<file path="config.mk">
export PLATFORM = sky130hd
export DESIGN_NAME = rbbf_mac
export DESIGN_NICKNAME = d
export VERILOG_FILES = /design/src/sv/resonator_bank_body_filter_unit_macros.svh /design/src/sv/rbbf_pkg.sv /design/src/sv/rbbf_mac.sv
export SDC_FILE = /design/constraint.sdc
export NUM_CORES = 2
export LEC_CHECK = 0
export ABC_AREA = 0
export BUFFER_PORTS_ARGS = -buffer_cell sky130_fd_sc_hd__buf_2
export CORE_MARGIN = 5
export CORE_UTILIZATION = 45
export CTS_CLUSTER_DIAMETER = 100
export DETAILED_ROUTE_END_ITERATION = 16
export GPL_ROUTABILITY_DRIVEN = 0
export PLACE_DENSITY = 0.65
export SYNTH_ARGS = -nofsm -noshare
export SYNTH_HDL_FRONTEND = slang
export SYNTH_SLANG_ARGS = --single-unit
export TNS_END_PERCENT = 20
</file>
<file path="constraint.sdc">
create_clock -name clk -period 11.39 [get_ports clk]
set_clock_uncertainty 0.05 [all_clocks]
set_input_delay 0 -clock clk [delete_from_list [all_inputs] [get_ports clk]]
set_output_delay 0 -clock clk [all_outputs]
set_load 0.03 [all_outputs]
</file>
<file path="src/sv/resonator_bank_body_filter_unit_macros.svh">
//------------------------------------------------------------------------------
// Resonator bank body filter: assertion macros
// Shorthand for the concurrent checks at the end of the top level.
//------------------------------------------------------------------------------
`ifndef RESONATOR_BANK_BODY_FILTER_UNIT_MACROS_SVH
`define RESONATOR_BANK_BODY_FILTER_UNIT_MACROS_SVH

// Condition holds in the same cycle as the trigger.
`define RBBF_ASSERT_NOW(label, ante, cons, msg) \
	label: assert property (@(posedge clk) disable iff (!arst_n) (ante) |-> (cons)) \
		else $error(msg);

// Condition holds in the cycle after the trigger.
`define RBBF_ASSERT_NEXT(label, ante, cons, msg) \
	label: assert property (@(posedge clk) disable iff (!arst_n) (ante) |=> (cons)) \
		else $error(msg);

`endif

</file>
<file path="src/sv/rbbf_pkg.sv">
//------------------------------------------------------------------------------
// Resonator bank body filter: shared package
// Types, coefficient tables, register codes and rounding helpers.
//------------------------------------------------------------------------------
package rbbf_pkg;

	// Resonator slots that have coefficients.
	localparam int RES_SLOTS  = 4;
	localparam int RES_SLOT_W = 2;

	// Bandpass numerator b0 (b2 = -b0), signed Q2.22.
	localparam logic signed [20:0] RES_B0 [RES_SLOTS] = '{
		21'sd32531, 21'sd56204, 21'sd102754, 21'sd185678
	};
	// Negated feedback coefficients -a1 and -a2, signed Q2.22.
	localparam logic signed [24:0] RES_NA1 [RES_SLOTS] = '{
		25'sd8320250, 25'sd8255532, 25'sd8055661, 25'sd7446500
	};
	localparam logic signed [24:0] RES_NA2 [RES_SLOTS] = '{
		-25'sd4129242, -25'sd4081896, -25'sd3988796, -25'sd3822948
	};

	// Register reset values.
	localparam logic [13:0] DIRECT_GAIN_RST  = 14'd2253;
	localparam logic [13:0] BOX_GAIN_RST     = 14'd10650;
	localparam logic [13:0] WOOD_GAIN_RST    = 14'd8192;
	localparam logic [13:0] GRILLE_GAIN_RST  = 14'd6144;
	localparam logic [13:0] AIR_GAIN_RST     = 14'd3686;
	localparam logic [15:0] DC_POLE_RST      = 16'd65320;
	localparam logic [15:0] ROLLOFF_COEF_RST = 16'd37549;

	typedef enum logic [2:0] {
		REG_DIRECT_GAIN  = 3'd0,
		REG_BOX_GAIN     = 3'd1,
		REG_WOOD_GAIN    = 3'd2,
		REG_GRILLE_GAIN  = 3'd3,
		REG_AIR_GAIN     = 3'd4,
		REG_DC_POLE      = 3'd5,
		REG_ROLLOFF_COEF = 3'd6
	} reg_idx_t;

	typedef struct packed {
		logic [13:0]                 direct_gain;
		logic [RES_SLOTS-1:0][13:0]  res_gain;
		logic [15:0]                 dc_pole;
		logic [15:0]                 rolloff_coef;
	} cfg_t;

	// Sequencer steps, one-hot.
	typedef enum logic [18:0] {
		S_IDLE   = 19'h00001,
		S_DIRECT = 19'h00002,
		S_R0     = 19'h00004,
		S_R1     = 19'h00008,
		S_R2     = 19'h00010,
		S_R3     = 19'h00020,
		S_R4     = 19'h00040,
		S_R5     = 19'h00080,
		S_R6     = 19'h00100,
		S_R7     = 19'h00200,
		S_T0     = 19'h00400,
		S_T1     = 19'h00800,
		S_T2     = 19'h01000,
		S_T3     = 19'h02000,
		S_T4     = 19'h04000,
		S_T5     = 19'h08000,
		S_T6     = 19'h10000,
		S_T7     = 19'h20000,
		S_T8     = 19'h40000
	} step_t;

	typedef struct packed {
		step_t step;
		logic  accept;
		logic  deliver;
	} seq_t;

	// Left shift applied to a product before it is accumulated.
	typedef enum logic [1:0] {
		SH_0  = 2'd0,
		SH_12 = 2'd1,
		SH_20 = 2'd2
	} shift_t;

	localparam int SPLIT_W = 20;

	typedef struct packed {
		logic               en;
		logic               load;
		logic signed [63:0] base;
		logic signed [24:0] a;
		logic signed [20:0] b;
		shift_t             sh;
	} mac_op_t;

	// floor((v + 2^(n-1)) / 2^n)
	function automatic logic signed [63:0] round_shr(input logic signed [63:0] v,
			input int unsigned n);
		logic signed [63:0] half;
		half = 64'sd1 <<< (n - 1);
		return (v + half) >>> n;
	endfunction

	function automatic logic signed [39:0] sat40(input logic signed [63:0] v);
		logic signed [39:0] res;
		if (v[63:39] == {25{1'b0}} || v[63:39] == {25{1'b1}}) begin
			res = v[39:0];
		end else if (v[63]) begin
			res = {1'b1, {39{1'b0}}};
		end else begin
			res = {1'b0, {39{1'b1}}};
		end
		return res;
	endfunction

	function automatic logic signed [31:0] sat32(input logic signed [63:0] v);
		logic signed [31:0] res;
		if (v[63:31] == {33{1'b0}} || v[63:31] == {33{1'b1}}) begin
			res = v[31:0];
		end else if (v[63]) begin
			res = {1'b1, {31{1'b0}}};
		end else begin
			res = {1'b0, {31{1'b1}}};
		end
		return res;
	endfunction

	function automatic logic signed [23:0] sat24(input logic signed [63:0] v);
		logic signed [23:0] res;
		if (v[63:23] == {41{1'b0}} || v[63:23] == {41{1'b1}}) begin
			res = v[23:0];
		end else if (v[63]) begin
			res = {1'b1, {23{1'b0}}};
		end else begin
			res = {1'b0, {23{1'b1}}};
		end
		return res;
	endfunction

endpackage

</file>
<file path="src/sv/rbbf_mac.sv">
//------------------------------------------------------------------------------
// Resonator bank body filter: shared multiply-accumulate unit
// One 25 x 21 signed multiplier, a selectable shift and a 64-bit accumulator.
//------------------------------------------------------------------------------
module rbbf_mac
	import rbbf_pkg::*;
(
	input  logic               clk,
	input  mac_op_t            op,
	output logic signed [63:0] acc
);

	logic signed [24:0] a_s;
	logic signed [20:0] b_s;
	logic signed [45:0] prod;
	logic signed [63:0] prod_ext;
	logic signed [63:0] prod_sh;
	logic signed [63:0] acc_q;

	assign a_s      = $signed(op.a);
	assign b_s      = $signed(op.b);
	assign prod     = a_s * b_s;
	assign prod_ext = 64'(prod);

	always_comb begin
		case (op.sh)
			SH_0:    prod_sh = prod_ext;
			SH_12:   prod_sh = prod_ext <<< 12;
			SH_20:   prod_sh = prod_ext <<< SPLIT_W;
			default: prod_sh = prod_ext;
		endcase
	end

	always_ff @(posedge clk) begin
		if (op.en) begin
			acc_q <= (op.load ? $signed(op.base) : acc_q) + prod_sh;
		end
	end

	assign acc = acc_q;

endmodule

</file>
## Word level (Yosys, flattened, before mapping)

Index checks and enable logic that the tools add are counted.

| storage, ports and cells | value |
|---|---|
| input bits | 115 |
| output and inout port bits | 64 |
| logic and storage cells | 7 |
| register bits after elaboration | 64 |

| cells by class | value |
|---|---|
| eq/ne operators | 2 |
| $add $sub $neg | 1 |
| $mul | 1 |
| muxes and demuxes | 2 |

Operators by type and width:

| cell | number |
|---|---|
| $pmux 64 s2 | 1 |
| $add 64x64->64 | 1 |
| $mux 64 | 1 |
| $mul 25x21->46 | 1 |
| $eq 2x1->1 const B | 1 |
| $eq 2x2->1 const B | 1 |

## Logic depth before layout (Yosys ltp)

| depth | value |
|---|---|
| word-level depth | 3 |
| gate-level depth with buffers | 42 |
| depth with buffers taken out | 39 |

## Least setup slack after synthesis

No wires, ideal clock.

| path | value |
|---|---|
| path type | input to register |
| start point | input op[2] (netlist name) |
| end point | register acc_q[62], in the netlist acc[62], data pin |
| required time | 11076 ps |
| setup time | 264 ps |
| slack | 2532 ps |
| path buffers | 3 |
| cell stages on the path | 41 |
| arrival time | 8544 ps |
| path through | clkbuf_1 clkbuf_1 nand2_1 fa_1 inv_1 ha_1 inv_1 fa_1 inv_1 fa_1 inv_1 fa_1 inv_1 fa_1 inv_1 fa_1 inv_1 ha_1 [... 5 more ...] nand4_1 a31oi_1 xor2_1 nand2_1 o21ai_0 ha_1 clkbuf_1 nand2_1 o21ai_0 a221oi_1 o31ai_1 a21oi_1 o21ai_2 a211oi_2 o211ai_1 and2_1 a221oi_1 xnor2_1 |

| between the ends | value |
|---|---|
| cells in the longest elaborated chain, start to end | 3 |

RTL lines:

| item | line | source |
|---|---|---|
| from (decl) | rbbf_mac.sv:9 | `input mac_op_t op,` |
| $mul 25x21->46 | rbbf_mac.sv:22 | `assign prod = a_s * b_s;` |
| $pmux 64 s2 | rbbf_mac.sv:26 | `case (op.sh)` |
| $add 64x64->64 | rbbf_mac.sv:36 | `acc_q <= (op.load ? $signed(op.base) : acc_q) + prod_sh;` |
| to (signal assigned) | rbbf_mac.sv:36 |  |
| to (decl) | rbbf_mac.sv:18 | `logic signed [63:0] acc_q;` |

No other way between the ends.
A chain may end at the register's enable or synchronous reset.

## Final worst setup path

| path | value |
|---|---|
| start point | input op[32] (netlist name) |
| end point | register acc_q[59], in the netlist acc[59], data pin |

Same word-level chain as after synthesis.

==> metrics.cfg <==
[logic_synthesis]
synthesis.nets=3837
yosysTopAreaCell=fa_1
synth_area_leaders=fa_1, inv_1, ha_1
ys_seq_area_share_pct=7.26
ys_seq_elements=64
synth_top_area_share_pct=40.5
yosysWarnings=0
synth_ff_type=edfxtp_1
synthesis.area_um2=26500
synth_edf_count=64
yosys.cell_types.count=79
synth_cells=3002
avgSynthCellArea_um2=8.82
synthArstFlopShare_pct=0

[cells_and_area]
drive_above_1_share_pct=9.62
final_common_cell=inv_1
largest_reg_flops=64
utilization_pct=47.8
syn_to_final_growth_pct=5.84
stdcell_count=3821
fill_cells=5667
final_cell_mix=inv_1, fa_1, nand2_1, and2_1, ha_1
seqCellArea_um2=1920
fin_nets=3877
multi_input_area_um2=21500

[critical_path]
path_max_fanout=21
reg2reg_from=acc[0]
worst_r2r_path_depth=14
max_stage_delay_ps=530
cp_common_cell=fa_1
critPathLaunchType=primary input
r2r-end=acc[38]
r2r_slack_ps=7190
arrival_ps=9720
cpLargestDelayFamily=adder cells
crit_slowest_cell=fa_1
critPathKind=primary input to flip-flop
cp.required_ps=11420
path_buf_inv=7
end_kind=flip-flop

[placement]
hpwl_um=57800
dp_cells=3804
io_buffers=178

[floorplanning]
die_w_um=253
initial_utilization_pct=45.1
die-area_um2=63800
placementRows=89
io_pins=179
die_h_um=253
coreArea_um2=58700

[global_routing]
groute.usage.overall_pct=21.5
grt_pass1_vias=20900
grt_max_degree=65
grt_pass1_wl_um=111000
antenna_found_initial=2
grt.overflow.total=0

[worst_hold_path]
min_path_type=primary input to flip-flop
min_to=acc[0]
hold_start=op[48]
holdPathStages=3

[routing]
wl_per_cell_um=17.8
drc=0
via_per_inst=5.29
ant_nets=0
wl_um=68100
detail_route.iter0.violations=1367
dr.pass1.iters=6
vias=20200

[clocking]
cts_made_buffers=9
clk_latency_ps=340
path_clk_slew_ps=60
cts_tree=yes
htreeDepth=3
cts_sinks=64
post-cts-setup-buffer-count=0
cts_buffer_depth=2
cts_root_buf=clkbuf_16
cts_hold_buf=0
post_cts_resized=0

[timing]
finalSetupTns_ps=0
fin_hold_ws_ps=41.0
hold_viol_final=0
slew_violations=0
period_needed_ps=9690
worst_slew_pin_slew_ps=837
max_slew_margin_pct=44.2
rsz0062_at_grt=false
clock.fmax_mhz=103
setup_viol=0
finalCritPeriodShare_pct=85.1

[run]
cap_violations=0

[status]
outcome=complete, no violations

## metal layers
layer  wire length (µm)  part of all wire [%]  global-route usage (%)  up-vias
met3               2660                   3.9                    1.61      104
met4               1950                   2.9                    5.58        0
met2              36200                    53                    39.2      491
met5                  0                     0                       0        -
met1              27300                    40                    27.7    10200
li1                   -                     -                       -     9362
## kinds of logic after synthesis
kind of cell | after synthesis | synth area share (%)
mux | 67 | 2.84
compound gates | 441 | 11.0
simple gates | 796 | 14.5
flops | 64 | 7.26
fa+ha+maj | 720 | 49.2
buf+inv | 808 | 11.6
xor+xnor | 106 | 3.53
## area by class of cell
cell class              count  area share [%]
inverters                 654            8.76
well taps                 773            3.45
diodes                      1         0.00893
clock inverters             7           0.165
flip-flops and latches     64            6.86
multi-input cells        2130            76.6
repair buffers            183            3.31
clock buffers               9           0.804
## worst max path at each step
stage	start	slack (ps)	endpoint	cells after the start
3_3_place_gp	op[32]	1450	acc[59]	36
3_5_place_dp	op[32]	1400	acc[59]	36
4_1_cts	op[32]	1740	acc[59]	36
6_report	op[32]	1700	acc[59]	36
2_1_floorplan	op[2]	2530	acc[62]	41
5_1_grt	op[32]	1000	acc[59]	36
## cells in the mapped netlist, types with 18 or more instances
cell type	number
inv_1	653
fa_1	536
nand2_1	369
and2_1	230
ha_1	184
clkbuf_1	137
a21oi_1	121
o21ai_0	91
nor2_1	85
xnor2_1	72
mux2_2	66
edfxtp_1	64
a21o_1	59
xor2_1	33
nand3_1	22
o21bai_1	22
nand4_1	19
nand2b_1	18
## stage by stage
stage               instance area, µm²  setup WS (ps)
global route                     28000           1000
CTS                              28000           1740
floorplan                        26500           2530
detailed placement               27800           1400
global placement                 27800           1450
finish                           28000           1700
## worst min-delay path, cell delays in order
cell and delay [ps]:
buf_2 70, mux2_2 140, ha_1 120
Power is not shown: default switching activity piles up to over one toggle a cycle in this logic, so the estimate is an artifact.
