## config.mk

```make
export PLATFORM = sky130hd
export DESIGN_NAME = rbbf_cfg
export DESIGN_NICKNAME = d
export VERILOG_FILES = /design/src/sv/resonator_bank_body_filter_unit_macros.svh /design/src/sv/rbbf_pkg.sv /design/src/sv/rbbf_cfg.sv
export SDC_FILE = /design/constraint.sdc
export NUM_CORES = 1
export LEC_CHECK = 0
export ABC_AREA = 1
export BUFFER_PORTS_ARGS = -buffer_cell sky130_fd_sc_hd__buf_2
export CAP_MARGIN = 15
export CELL_PAD_IN_SITES_DETAIL_PLACEMENT = 1
export CELL_PAD_IN_SITES_GLOBAL_PLACEMENT = 2
export CORE_MARGIN = 1.5
export CORE_UTILIZATION = 29
export CTS_BUF_LIST = sky130_fd_sc_hd__clkbuf_16
export DETAILED_ROUTE_END_ITERATION = 10
export HOLD_SLACK_MARGIN = 0.02
export PLACE_DENSITY = 0.86
export SETUP_SLACK_MARGIN = 0.4
export SYNTH_ARGS = -nofsm -noshare
export SYNTH_HDL_FRONTEND = slang
export SYNTH_SLANG_ARGS = --single-unit
export TNS_END_PERCENT = 1
```

## constraint.sdc

```tcl
create_clock -name clk -period 0.9 [get_ports clk]
set_input_delay 0.045 -clock clk [delete_from_list [all_inputs] [get_ports clk]]
set_output_delay 0.045 -clock clk [all_outputs]
set_load 0.05 [all_outputs]
```

## src/sv/resonator_bank_body_filter_unit_macros.svh

```systemverilog
//------------------------------------------------------------------------------
// Resonator bank body filter: assertion macros
// Shorthand for the concurrent checks at the end of the top level.
//------------------------------------------------------------------------------
`ifndef RESONATOR_BANK_BODY_FILTER_UNIT_MACROS_SVH
`define RESONATOR_BANK_BODY_FILTER_UNIT_MACROS_SVH

// Condition holds in the same cycle as the trigger.
`define RBBF_ASSERT_NOW(label, ante, cons, msg) \
	label: assert property (@(posedge clk) disable iff (!arst_n) (ante) |-> (cons)) \
		else $error(msg);

// Condition holds in the cycle after the trigger.
`define RBBF_ASSERT_NEXT(label, ante, cons, msg) \
	label: assert property (@(posedge clk) disable iff (!arst_n) (ante) |=> (cons)) \
		else $error(msg);

`endif

```

## src/sv/rbbf_pkg.sv

```systemverilog
//------------------------------------------------------------------------------
// Resonator bank body filter: shared package
// Types, coefficient tables, register codes and rounding helpers.
//------------------------------------------------------------------------------
package rbbf_pkg;

	// Resonator slots that have coefficients.
	localparam int RES_SLOTS  = 4;
	localparam int RES_SLOT_W = 2;

	// Bandpass numerator b0 (b2 = -b0), signed Q2.22.
	localparam logic signed [20:0] RES_B0 [RES_SLOTS] = '{
		21'sd32531, 21'sd56204, 21'sd102754, 21'sd185678
	};
	// Negated feedback coefficients -a1 and -a2, signed Q2.22.
	localparam logic signed [24:0] RES_NA1 [RES_SLOTS] = '{
		25'sd8320250, 25'sd8255532, 25'sd8055661, 25'sd7446500
	};
	localparam logic signed [24:0] RES_NA2 [RES_SLOTS] = '{
		-25'sd4129242, -25'sd4081896, -25'sd3988796, -25'sd3822948
	};

	// Register reset values.
	localparam logic [13:0] DIRECT_GAIN_RST  = 14'd2253;
	localparam logic [13:0] BOX_GAIN_RST     = 14'd10650;
	localparam logic [13:0] WOOD_GAIN_RST    = 14'd8192;
	localparam logic [13:0] GRILLE_GAIN_RST  = 14'd6144;
	localparam logic [13:0] AIR_GAIN_RST     = 14'd3686;
	localparam logic [15:0] DC_POLE_RST      = 16'd65320;
	localparam logic [15:0] ROLLOFF_COEF_RST = 16'd37549;

	typedef enum logic [2:0] {
		REG_DIRECT_GAIN  = 3'd0,
		REG_BOX_GAIN     = 3'd1,
		REG_WOOD_GAIN    = 3'd2,
		REG_GRILLE_GAIN  = 3'd3,
		REG_AIR_GAIN     = 3'd4,
		REG_DC_POLE      = 3'd5,
		REG_ROLLOFF_COEF = 3'd6
	} reg_idx_t;

	typedef struct packed {
		logic [13:0]                 direct_gain;
		logic [RES_SLOTS-1:0][13:0]  res_gain;
		logic [15:0]                 dc_pole;
		logic [15:0]                 rolloff_coef;
	} cfg_t;

	// Sequencer steps, one-hot.
	typedef enum logic [18:0] {
		S_IDLE   = 19'h00001,
		S_DIRECT = 19'h00002,
		S_R0     = 19'h00004,
		S_R1     = 19'h00008,
		S_R2     = 19'h00010,
		S_R3     = 19'h00020,
		S_R4     = 19'h00040,
		S_R5     = 19'h00080,
		S_R6     = 19'h00100,
		S_R7     = 19'h00200,
		S_T0     = 19'h00400,
		S_T1     = 19'h00800,
		S_T2     = 19'h01000,
		S_T3     = 19'h02000,
		S_T4     = 19'h04000,
		S_T5     = 19'h08000,
		S_T6     = 19'h10000,
		S_T7     = 19'h20000,
		S_T8     = 19'h40000
	} step_t;

	typedef struct packed {
		step_t step;
		logic  accept;
		logic  deliver;
	} seq_t;

	// Left shift applied to a product before it is accumulated.
	typedef enum logic [1:0] {
		SH_0  = 2'd0,
		SH_12 = 2'd1,
		SH_20 = 2'd2
	} shift_t;

	localparam int SPLIT_W = 20;

	typedef struct packed {
		logic               en;
		logic               load;
		logic signed [63:0] base;
		logic signed [24:0] a;
		logic signed [20:0] b;
		shift_t             sh;
	} mac_op_t;

	// floor((v + 2^(n-1)) / 2^n)
	function automatic logic signed [63:0] round_shr(input logic signed [63:0] v,
			input int unsigned n);
		logic signed [63:0] half;
		half = 64'sd1 <<< (n - 1);
		return (v + half) >>> n;
	endfunction

	function automatic logic signed [39:0] sat40(input logic signed [63:0] v);
		logic signed [39:0] res;
		if (v[63:39] == {25{1'b0}} || v[63:39] == {25{1'b1}}) begin
			res = v[39:0];
		end else if (v[63]) begin
			res = {1'b1, {39{1'b0}}};
		end else begin
			res = {1'b0, {39{1'b1}}};
		end
		return res;
	endfunction

	function automatic logic signed [31:0] sat32(input logic signed [63:0] v);
		logic signed [31:0] res;
		if (v[63:31] == {33{1'b0}} || v[63:31] == {33{1'b1}}) begin
			res = v[31:0];
		end else if (v[63]) begin
			res = {1'b1, {31{1'b0}}};
		end else begin
			res = {1'b0, {31{1'b1}}};
		end
		return res;
	endfunction

	function automatic logic signed [23:0] sat24(input logic signed [63:0] v);
		logic signed [23:0] res;
		if (v[63:23] == {41{1'b0}} || v[63:23] == {41{1'b1}}) begin
			res = v[23:0];
		end else if (v[63]) begin
			res = {1'b1, {23{1'b0}}};
		end else begin
			res = {1'b0, {23{1'b1}}};
		end
		return res;
	endfunction

endpackage

```

## src/sv/rbbf_cfg.sv

```systemverilog
//------------------------------------------------------------------------------
// Resonator bank body filter: configuration registers
// Write-only register file holding the gains and the tail coefficients.
//------------------------------------------------------------------------------
module rbbf_cfg
	import rbbf_pkg::*;
(
	input  logic        clk,
	input  logic        arst_n,
	input  logic        wr_en,
	input  logic [2:0]  wr_index,
	input  logic [15:0] wr_data,
	output cfg_t        cfg
);

	cfg_t cfg_q;

	always_ff @(posedge clk or negedge arst_n) begin
		if (!arst_n) begin
			cfg_q.direct_gain  <= DIRECT_GAIN_RST;
			cfg_q.res_gain[0]  <= BOX_GAIN_RST;
			cfg_q.res_gain[1]  <= WOOD_GAIN_RST;
			cfg_q.res_gain[2]  <= GRILLE_GAIN_RST;
			cfg_q.res_gain[3]  <= AIR_GAIN_RST;
			cfg_q.dc_pole      <= DC_POLE_RST;
			cfg_q.rolloff_coef <= ROLLOFF_COEF_RST;
		end else if (wr_en) begin
			case (wr_index)
				REG_DIRECT_GAIN:  cfg_q.direct_gain  <= wr_data[13:0];
				REG_BOX_GAIN:     cfg_q.res_gain[0]  <= wr_data[13:0];
				REG_WOOD_GAIN:    cfg_q.res_gain[1]  <= wr_data[13:0];
				REG_GRILLE_GAIN:  cfg_q.res_gain[2]  <= wr_data[13:0];
				REG_AIR_GAIN:     cfg_q.res_gain[3]  <= wr_data[13:0];
				REG_DC_POLE:      cfg_q.dc_pole      <= wr_data;
				REG_ROLLOFF_COEF: cfg_q.rolloff_coef <= wr_data;
				default: ;
			endcase
		end
	end

	assign cfg = cfg_q;

endmodule

```

After elaboration in Yosys (flattened, before gate mapping)

Cells that the tools add are included.

Reductions and logical operators: 8
Equality and inequality tests: 6

Operator list:

| operator           | number |
|---|---|
| $reduce_and 2->1   | 7 |
| $eq 3x3->1 const B | 3 |
| $eq 3x2->1 const B | 2 |
| $eq 3x1->1 const B | 1 |
| $logic_not 3->1    | 1 |

Bits in registers: 102
Output and inout bits: 102

Depth between registers and ports, before layout

Gate-level depths: netlist of the first run.

Depth after elaboration: 2
Mapped depth: 6
Gate-level depth less buffers: 5

Worst setup path after synthesis of the first run

OpenSTA, ideal clock, no wires.

Path type: reg2reg
Start: register, netlist name cfg[71]
End: register cfg_q, in the netlist cfg[71]
Data required time: 0.839 ns
Slack: 0.025 ns
Period minus slack after synthesis: 0.875 ns
Cell stages (with the launch flop): 3
Buffers on the path: 0
Data arrival time: 0.814 ns
Setup time: 0.061 ns
Path through: dfstp_2 -> nand2_1 -> nand2_1

RTL lines:

| what          | line           | text |
|---|---|---|
| end, declared | rbbf_cfg.sv:16 | `cfg_t cfg_q;` |

Final worst setup path of the first run

Start: register cfg_q, in the netlist cfg[33]
End: output port cfg[33] (netlist name)

RTL lines:

| what          | line           | text |
|---|---|---|
| end, declared | rbbf_cfg.sv:13 | `output cfg_t cfg` |

No word-level cell between the ends.

==> results of run 1 <==
## metal layers
metal / global-route usage / up-vias
met5: 0 / -
met4: 0.06765 / 0
met3: 0.03102 / 14
met2: 0.3235 / 84
met1: 0.2528 / 1763
li1: - / 1678
## area by class of cell
cell class | instances | area share
flip-flops and latches | 102 | 0.4219
repair buffers | 144 | 0.2709
multi-input cells | 325 | 0.2143
clock buffers | 9 | 0.03650
well taps | 176 | 0.03569
clock inverters | 7 | 0.01703
inverters | 6 | 0.003650
## worst reg2reg max path: cells and delay by family (launching register included)
kind / cells / cell delay, ns
DFF: 1 / 0.57
and+or+nand+nor: 2 / 0.13
## placed cells by master, fill, tap and decap left out
| cell type | instances |
|---|---|
| buf_12 | 8 |
| buf_2 | 20 |
| buf_4 | 13 |
| buf_6 | 62 |
| buf_8 | 41 |
| bufinv_16 | 2 |
| clkbuf_16 | 9 |
| clkinvlp_4 | 3 |
| dfrtp_1 | 61 |
| dfstp_2 | 41 |
| inv_1 | 2 |
| inv_2 | 4 |
| inv_8 | 2 |
| nand2_1 | 262 |
| nand3_1 | 56 |
| nor2_2 | 4 |
| nor2_4 | 3 |
## what timing repair did
action / 4_1_cts / 5_1_grt
hold endpoints to repair: 139 / 96
gates resized for setup: 245 / 1
endpoints found under the setup margin: 204 / 204
pin swaps: 100 / 78
## power by group through the flow
stage | registers [mW] | logic, mW | clock network, mW
finish | 6.49 | 6.65 | 4.32
global route | 6.60 | 6.99 | 4.62
CTS | 6.51 | 6.71 | 4.41
detailed placement | 6.29 | 5.39 | 0
global placement | 6.25 | 5.31 | 0
floorplan | 9.34 | 0.782 | 0
## how the worst min path moves through the flow
stage                       from        to
after floorplan           arst_n  cfg[100]
after global placement    arst_n   cfg[13]
after detailed placement  arst_n   cfg[13]
after CTS                 arst_n   cfg[13]
after global routing      arst_n   cfg[13]
final                     arst_n   cfg[13]
## stage by stage
stage	setup TNS, ns	hold WS (ns)	util	setup slack (ns)	instance area, µm²
after floorplan	0	-0.2506	-	0.03941	4038
after global placement	-0.1063	0.04855	0.3765	-0.007992	5045
after detailed placement	-1.183	0.05881	0.3765	-0.03552	5045
after CTS	-13.05	-0.3273	0.4602	-0.2287	6167
after global routing	-14.47	-0.3149	0.4605	-0.2518	6171
final	-11.71	-0.3143	0.4605	-0.2214	6171
## logic make-up (layout without fill, tap and decap cells)
group	count (synthesis)	after routing	share of synthesized area
flip-flops	102	102	0.6449
AND/OR/NAND/NOR	325	325	0.3269
buffers and inverters	26	166	0.02820
==> metrics.md, run 1 <==
| Metric | Value |
|---|---|
| Outcome | complete, but fails checks |
| Failing checks | hold timing, setup timing |
| Core area | 13400 µm² |
| Largest net degree at the start of global routing | 66 |
| Footprint of the multi-input gates | between 1000 and 1500 µm² |
| Least-Margin Pin Slew | about 0.36 ns |
| Final setup vio count | 102 |
| Number of placed I/O pins | 124 |
| CP max stage delay | roughly 0.57 ns |
| Die area | 14640 µm² |
| Final std cells w/o fill | approximately 770 |
| Total track usage | 0.1927 |
| Drt total wl | 13160 µm |
| CTS Sinks | slightly above 100 |
| DRC | 0 |
| Layout fillers | 1533 |
| Synth Net Count | about 480 |
| Detailed Place HPWL | just over 9000 µm |
| Fin crit share | 1.246 |
| Clock group share of total power | 0.247 |
| Synth Instances | 453 |
| Sw frac | 0.3973 |
| Critical-path cell list | buf_8 |
| DRC marker count from the first detailed-route iteration | 182 |
| Worst Skew | 0 ns |
| First-pass GRT wire length | 21180 µm |
| Worst R2R End | cfg[30] |
| Netlist Area Pre-Place | approximately 4000 µm² |
| Setup crit start | cfg[33] |
| Nets | between 600 and 700 |
| Number of core rows | 42 |
| Worst reg2reg path startpoint | cfg[30] |
| Placed Cells | 753 |
| Sequential share of the synthesized area | 0.6449 |
| GP Congestion | around 0.72 |
| Crit-path slowest cell | dfstp_2 |
| H-tree levels | 3 |
| Share of cells above drive strength 1 | 0.3575 |
| DR vias | 3539 |
| Met3 Routed Length | 478 µm |
| Initial Utilization | 0.3013 |
| Count leader, synth | nand2_1 |
| Ys async rst share | 1.000 |
| FF+latch area | 2604 µm² |
| Commonest cells post-synth | nand2_1 (262), dfrtp_1 (61), nand3_1 (56) |
| Top Metal Used | met4 |
| Clk Tree Root Cell | clkbuf_16 |
| Synth area leaders | dfrtp_1 (38%), dfstp_2 (27%), nand2_1 (24%) |
| F_max | a little under 900 MHz |
| Buf+Inv Stages, Crit Path | 1 |
| R2R setup slack | 0.14 ns |
| Post-CTS setup buffer count | 0 |
| Routed Antenna Nets | 0 |
| DIE HEIGHT | 121.0 µm |
| Synth unique cells | 12 |
| Comb pwr share | 0.381 |
| CP max FO | 2 |
| Max Cap Viol | 0 |
| Worst-skew pair later-pin latency | 0.35 ns |
| Num CTS Buffers | 9 |
| Crit path max-delay family | flip-flops |
| CTS tree | built |
| Die Wd | between 100 and 150 µm |
| Vias in the first global route | 3837 |
| Leakage | 3.159 nW |
| PwrDens | roughly 2800 nW/µm² |
| Crit path kind | reg -> out |
| Antenna diodes | 0 |
| NetSw | 6.939 mW |
| Levels on crit path | 1 |
| Yosys synthesis warning count | 0 |
| Layout area overhead | 52.84% |
| Setup ws final | -0.2214 ns |
| Total chip power | approximately 17 mW |
| Critical Path Start Type | flip-flop |
| Internal power | between 10 and 15 mW |
| Critical Path RT | 0.85 ns |
| Max-slew headroom | 0.7628 |
| Post-layout min period | 1.121 ns |
| Final hold viol count | slightly above 100 |
| Clk slew on worst S/H paths | about 0.070 ns |
| Worst-case reg-to-reg path depth | 2 |
| Part of the power in registers | 0.372 |
| Number of antenna violations at the first check in global routing | 0 |
| Peak VDD IR | 0.001215 V |
| DR pass1 iterations | 4 |
| Grt total ovfl | 0 |
| Worst min-delay path class | in -> async |
| RSZ-0062 raised after global routing | true |
| EDFF count, synth | 0 |
| Area leader, netlist | dfrtp_1 |
| Final Max Tran Viols | 0 |
| Synth top area share | 0.3781 |
| Vias per cell | between 4 and 5 |
| Max FFs per register | 102 |
| Ys flop type | dfrtp_1 |
| Drt wl/cell | 17.11 µm |
| Critical path data arrival time | 1.08 ns |
| Met2 Wirelength | 6415 µm |
| # port buffers | 123 |
| Crit path capture type | primary output |
| Hold Slack | -0.3143 ns |
| CTS Buffer Depth | 2 |
| Synthesized area per cell | between 8 and 9 µm² |
| Yosys reg bits | slightly above 100 |
| Crit path to | cfg[33] |
| M1 WL | 6030 µm |
No activity file was read; power rests on OpenSTA's default activity.
==> run 2, diff against run 1 <==
--- a/config.mk
+++ b/config.mk
@@ -6,7 +6,7 @@
 export NUM_CORES = 1
 export LEC_CHECK = 0
 export ABC_AREA = 1
-export BUFFER_PORTS_ARGS = -buffer_cell sky130_fd_sc_hd__buf_2
+export BUFFER_PORTS_ARGS = -buffer_cell sky130_fd_sc_hd__buf_4
 export CAP_MARGIN = 15
 export CELL_PAD_IN_SITES_DETAIL_PLACEMENT = 1
 export CELL_PAD_IN_SITES_GLOBAL_PLACEMENT = 2
==> run 2 against run 1 <==
Against the previous run: the run still ends with hold timing, setup timing left; worst setup slack better by 0.018 ns; via count is 1.2% higher; sequential share of layout area decreased by 0.34 points; hold slack worse by 0.019 ns; sequential power about the same; fmax grew 1.6%; combinational power is 0.9% higher; final area rose by 0.81%; routed wire length up 0.60%; flip-flop and latch count stayed put.
==> metrics.md, run 2 (synthesis gave the netlist of run 1 again) <==
| Metric | Value |
|---|---|
| Drt total wl | 13240 µm |
| Layout area overhead | 54.08% |
| Nets | 609 |
| DRC | 0 |
| H-tree levels | 3 |
| Die Wd | 121.0 µm |
| DRC marker count from the first detailed-route iteration | 213 |
| Layout Utilization | 0.4642 |
| Commonest cells after routing, fill and taps aside | nand2_1 (262), buf_6 (63), dfrtp_1 (61), nand3_1 (56), dfstp_2 (41) |
| Setup WS pre-CTS | -0.07670 ns |
| Number of placed I/O pins | 124 |
| Worst min-delay path class | in -> async |
| Worst Skew | 0 ns |
| CP max FO | 2 |
| Final instance area | 6221 µm² |
| DR pass1 iterations | 4 |
| Routed Antenna Nets | 0 |
| Number of core rows | 42 |
| Detailed Place HPWL | 9192 µm |
| # port buffers | about 120 |
| Vias in the first global route | just under 4000 |
| Clk Tree Root Cell | clkbuf_16 |
| Critical path data arrival time | 1.06 ns |
| RSZ-0062 raised after global routing | true |
| Core area | 13400 µm² |
| Post-layout min period | 1.104 ns |
| CTS Buffer Depth | 2 |
| Setup TNS | -10.34 ns |
| Total chip power | ~17 mW |
| Critical-path cell list | buf_8 |
| Drt wl/cell | 17.24 µm |
| CTS tree | built |
| F_max | 906.0 MHz |
| Max-slew headroom | 0.7446 |
| Final Max Tran Viols | 0 |
| Initial Utilization | 0.3013 |
| Clk slew on worst S/H paths | around 0.070 ns |
| Fin crit share | 1.226 |
| Most common cell after layout, fill and taps aside | nand2_1 |
| Hold Slack | -0.3337 ns |
| PwrDens | 2769 nW/µm² |
| Crit path capture type | primary output |
| Max FFs per register | 102 |
| GP Congestion | ~0.7 |
| Crit path kind | reg -> out |
| CTS Sinks | between 100 and 150 |
| Crit-path slowest cell | dfstp_2 |
| Largest net degree at the start of global routing | 71 |
| CP max stage delay | around 0.57 ns |
| Number of antenna violations at the first check in global routing | 0 |
| Failing checks | hold timing, setup timing |
| Setup ws final | -0.2037 ns |
| Die area | 14640 µm² |
| Critical Path Start Type | flip-flop |
| First-pass GRT wire length | 21220 µm |
| Share of cells above drive strength 1 | 0.3480 |
| Max Cap Viol | 0 |
| Placed cell area | ~5400 µm² |
| Grt total ovfl | 0 |
| DR vias | 3580 |
| Worst-skew pair later-pin latency | 0.34 ns |
| Num CTS Buffers | 9 |
| Crit path max-delay family | flip-flops |
| Critical Path RT | 0.85 ns |
| Total track usage | 0.1929 |
| Antenna diodes | 0 |
| Outcome | complete, but fails checks |
| Leakage | about 3.2 nW |
| DIE HEIGHT | 121.0 µm |
| Peak VDD IR | 0.001161 V |
| Final hold viol count | 108 |
| Buf+Inv Stages, Crit Path | 1 |
| Vias per cell | 4.661 |
| Least-Margin Pin Slew | between 0.3 and 0.4 ns |
| Final setup vio count | 102 |
[run 2: area by class of cell]
class,count,area (µm²)
flip-flops and latches,102,2604
fillers,1505,7179
well taps,176,220.2
inverters,6,22.52
clock buffers,9,225.2
clock inverters,7,78.83
multi-input cells,325,1323
repair buffers,143,1748
[run 2: path summary, 6_finish.rpt]
path | start | end | slack, ns | depth (start not counted)
worst max register to register | cfg[85] | cfg[85] | 0.16 | 2
worst min-delay path | arst_n | cfg[4] | -0.33 | 2
max in group asynchronous | arst_n | cfg[71] | 0.82 | 2
worst max-delay path | cfg[33] | cfg[33] | -0.20 | 1
min in group clk | wr_data[14] | cfg[30] | -0.08 | 3
worst min register to register | cfg[30] | cfg[30] | 0.47 | 2
[run 2: power breakdown]
| group | switching, mW | leakage, nW | internal [mW] | total, mW |
|---|---|---|---|---|
| combinational | 4.33 | 1.84 | 2.37 | 6.71 |
| clock | 1.64 | 0.147 | 2.39 | 4.03 |
| sequential | 0.774 | 1.20 | 5.72 | 6.49 |
| total | 6.75 | 3.18 | 10.5 | 17.2 |
[run 2: repair_timing]
item,4_1_cts,5_1_grt
resized for setup,139,4
buffers inserted,0,0
endpoints found under the setup margin,204,204
pin swaps,95,76
endpoints found under the hold margin,146,117
[run 2: per-stage QoR]
| stage | hold WS, ns | cells |
|---|---|---|
| floorplan | -0.2506 | 453 |
| global placement | 0.02925 | 752 |
| detailed placement | 0.03435 | 752 |
| CTS | -0.3378 | 768 |
| global route | -0.3253 | 768 |
| finish | -0.3337 | 768 |
[run 2: metal layers]
layer  up-vias  part of all wire  global-route usage
li1       1676                 -                   -
met3         9             0.047             0.03055
met1      1794              0.45              0.2597
met4         0             0.013             0.06176
met2       101              0.49              0.3192
met5         -                 0                   0
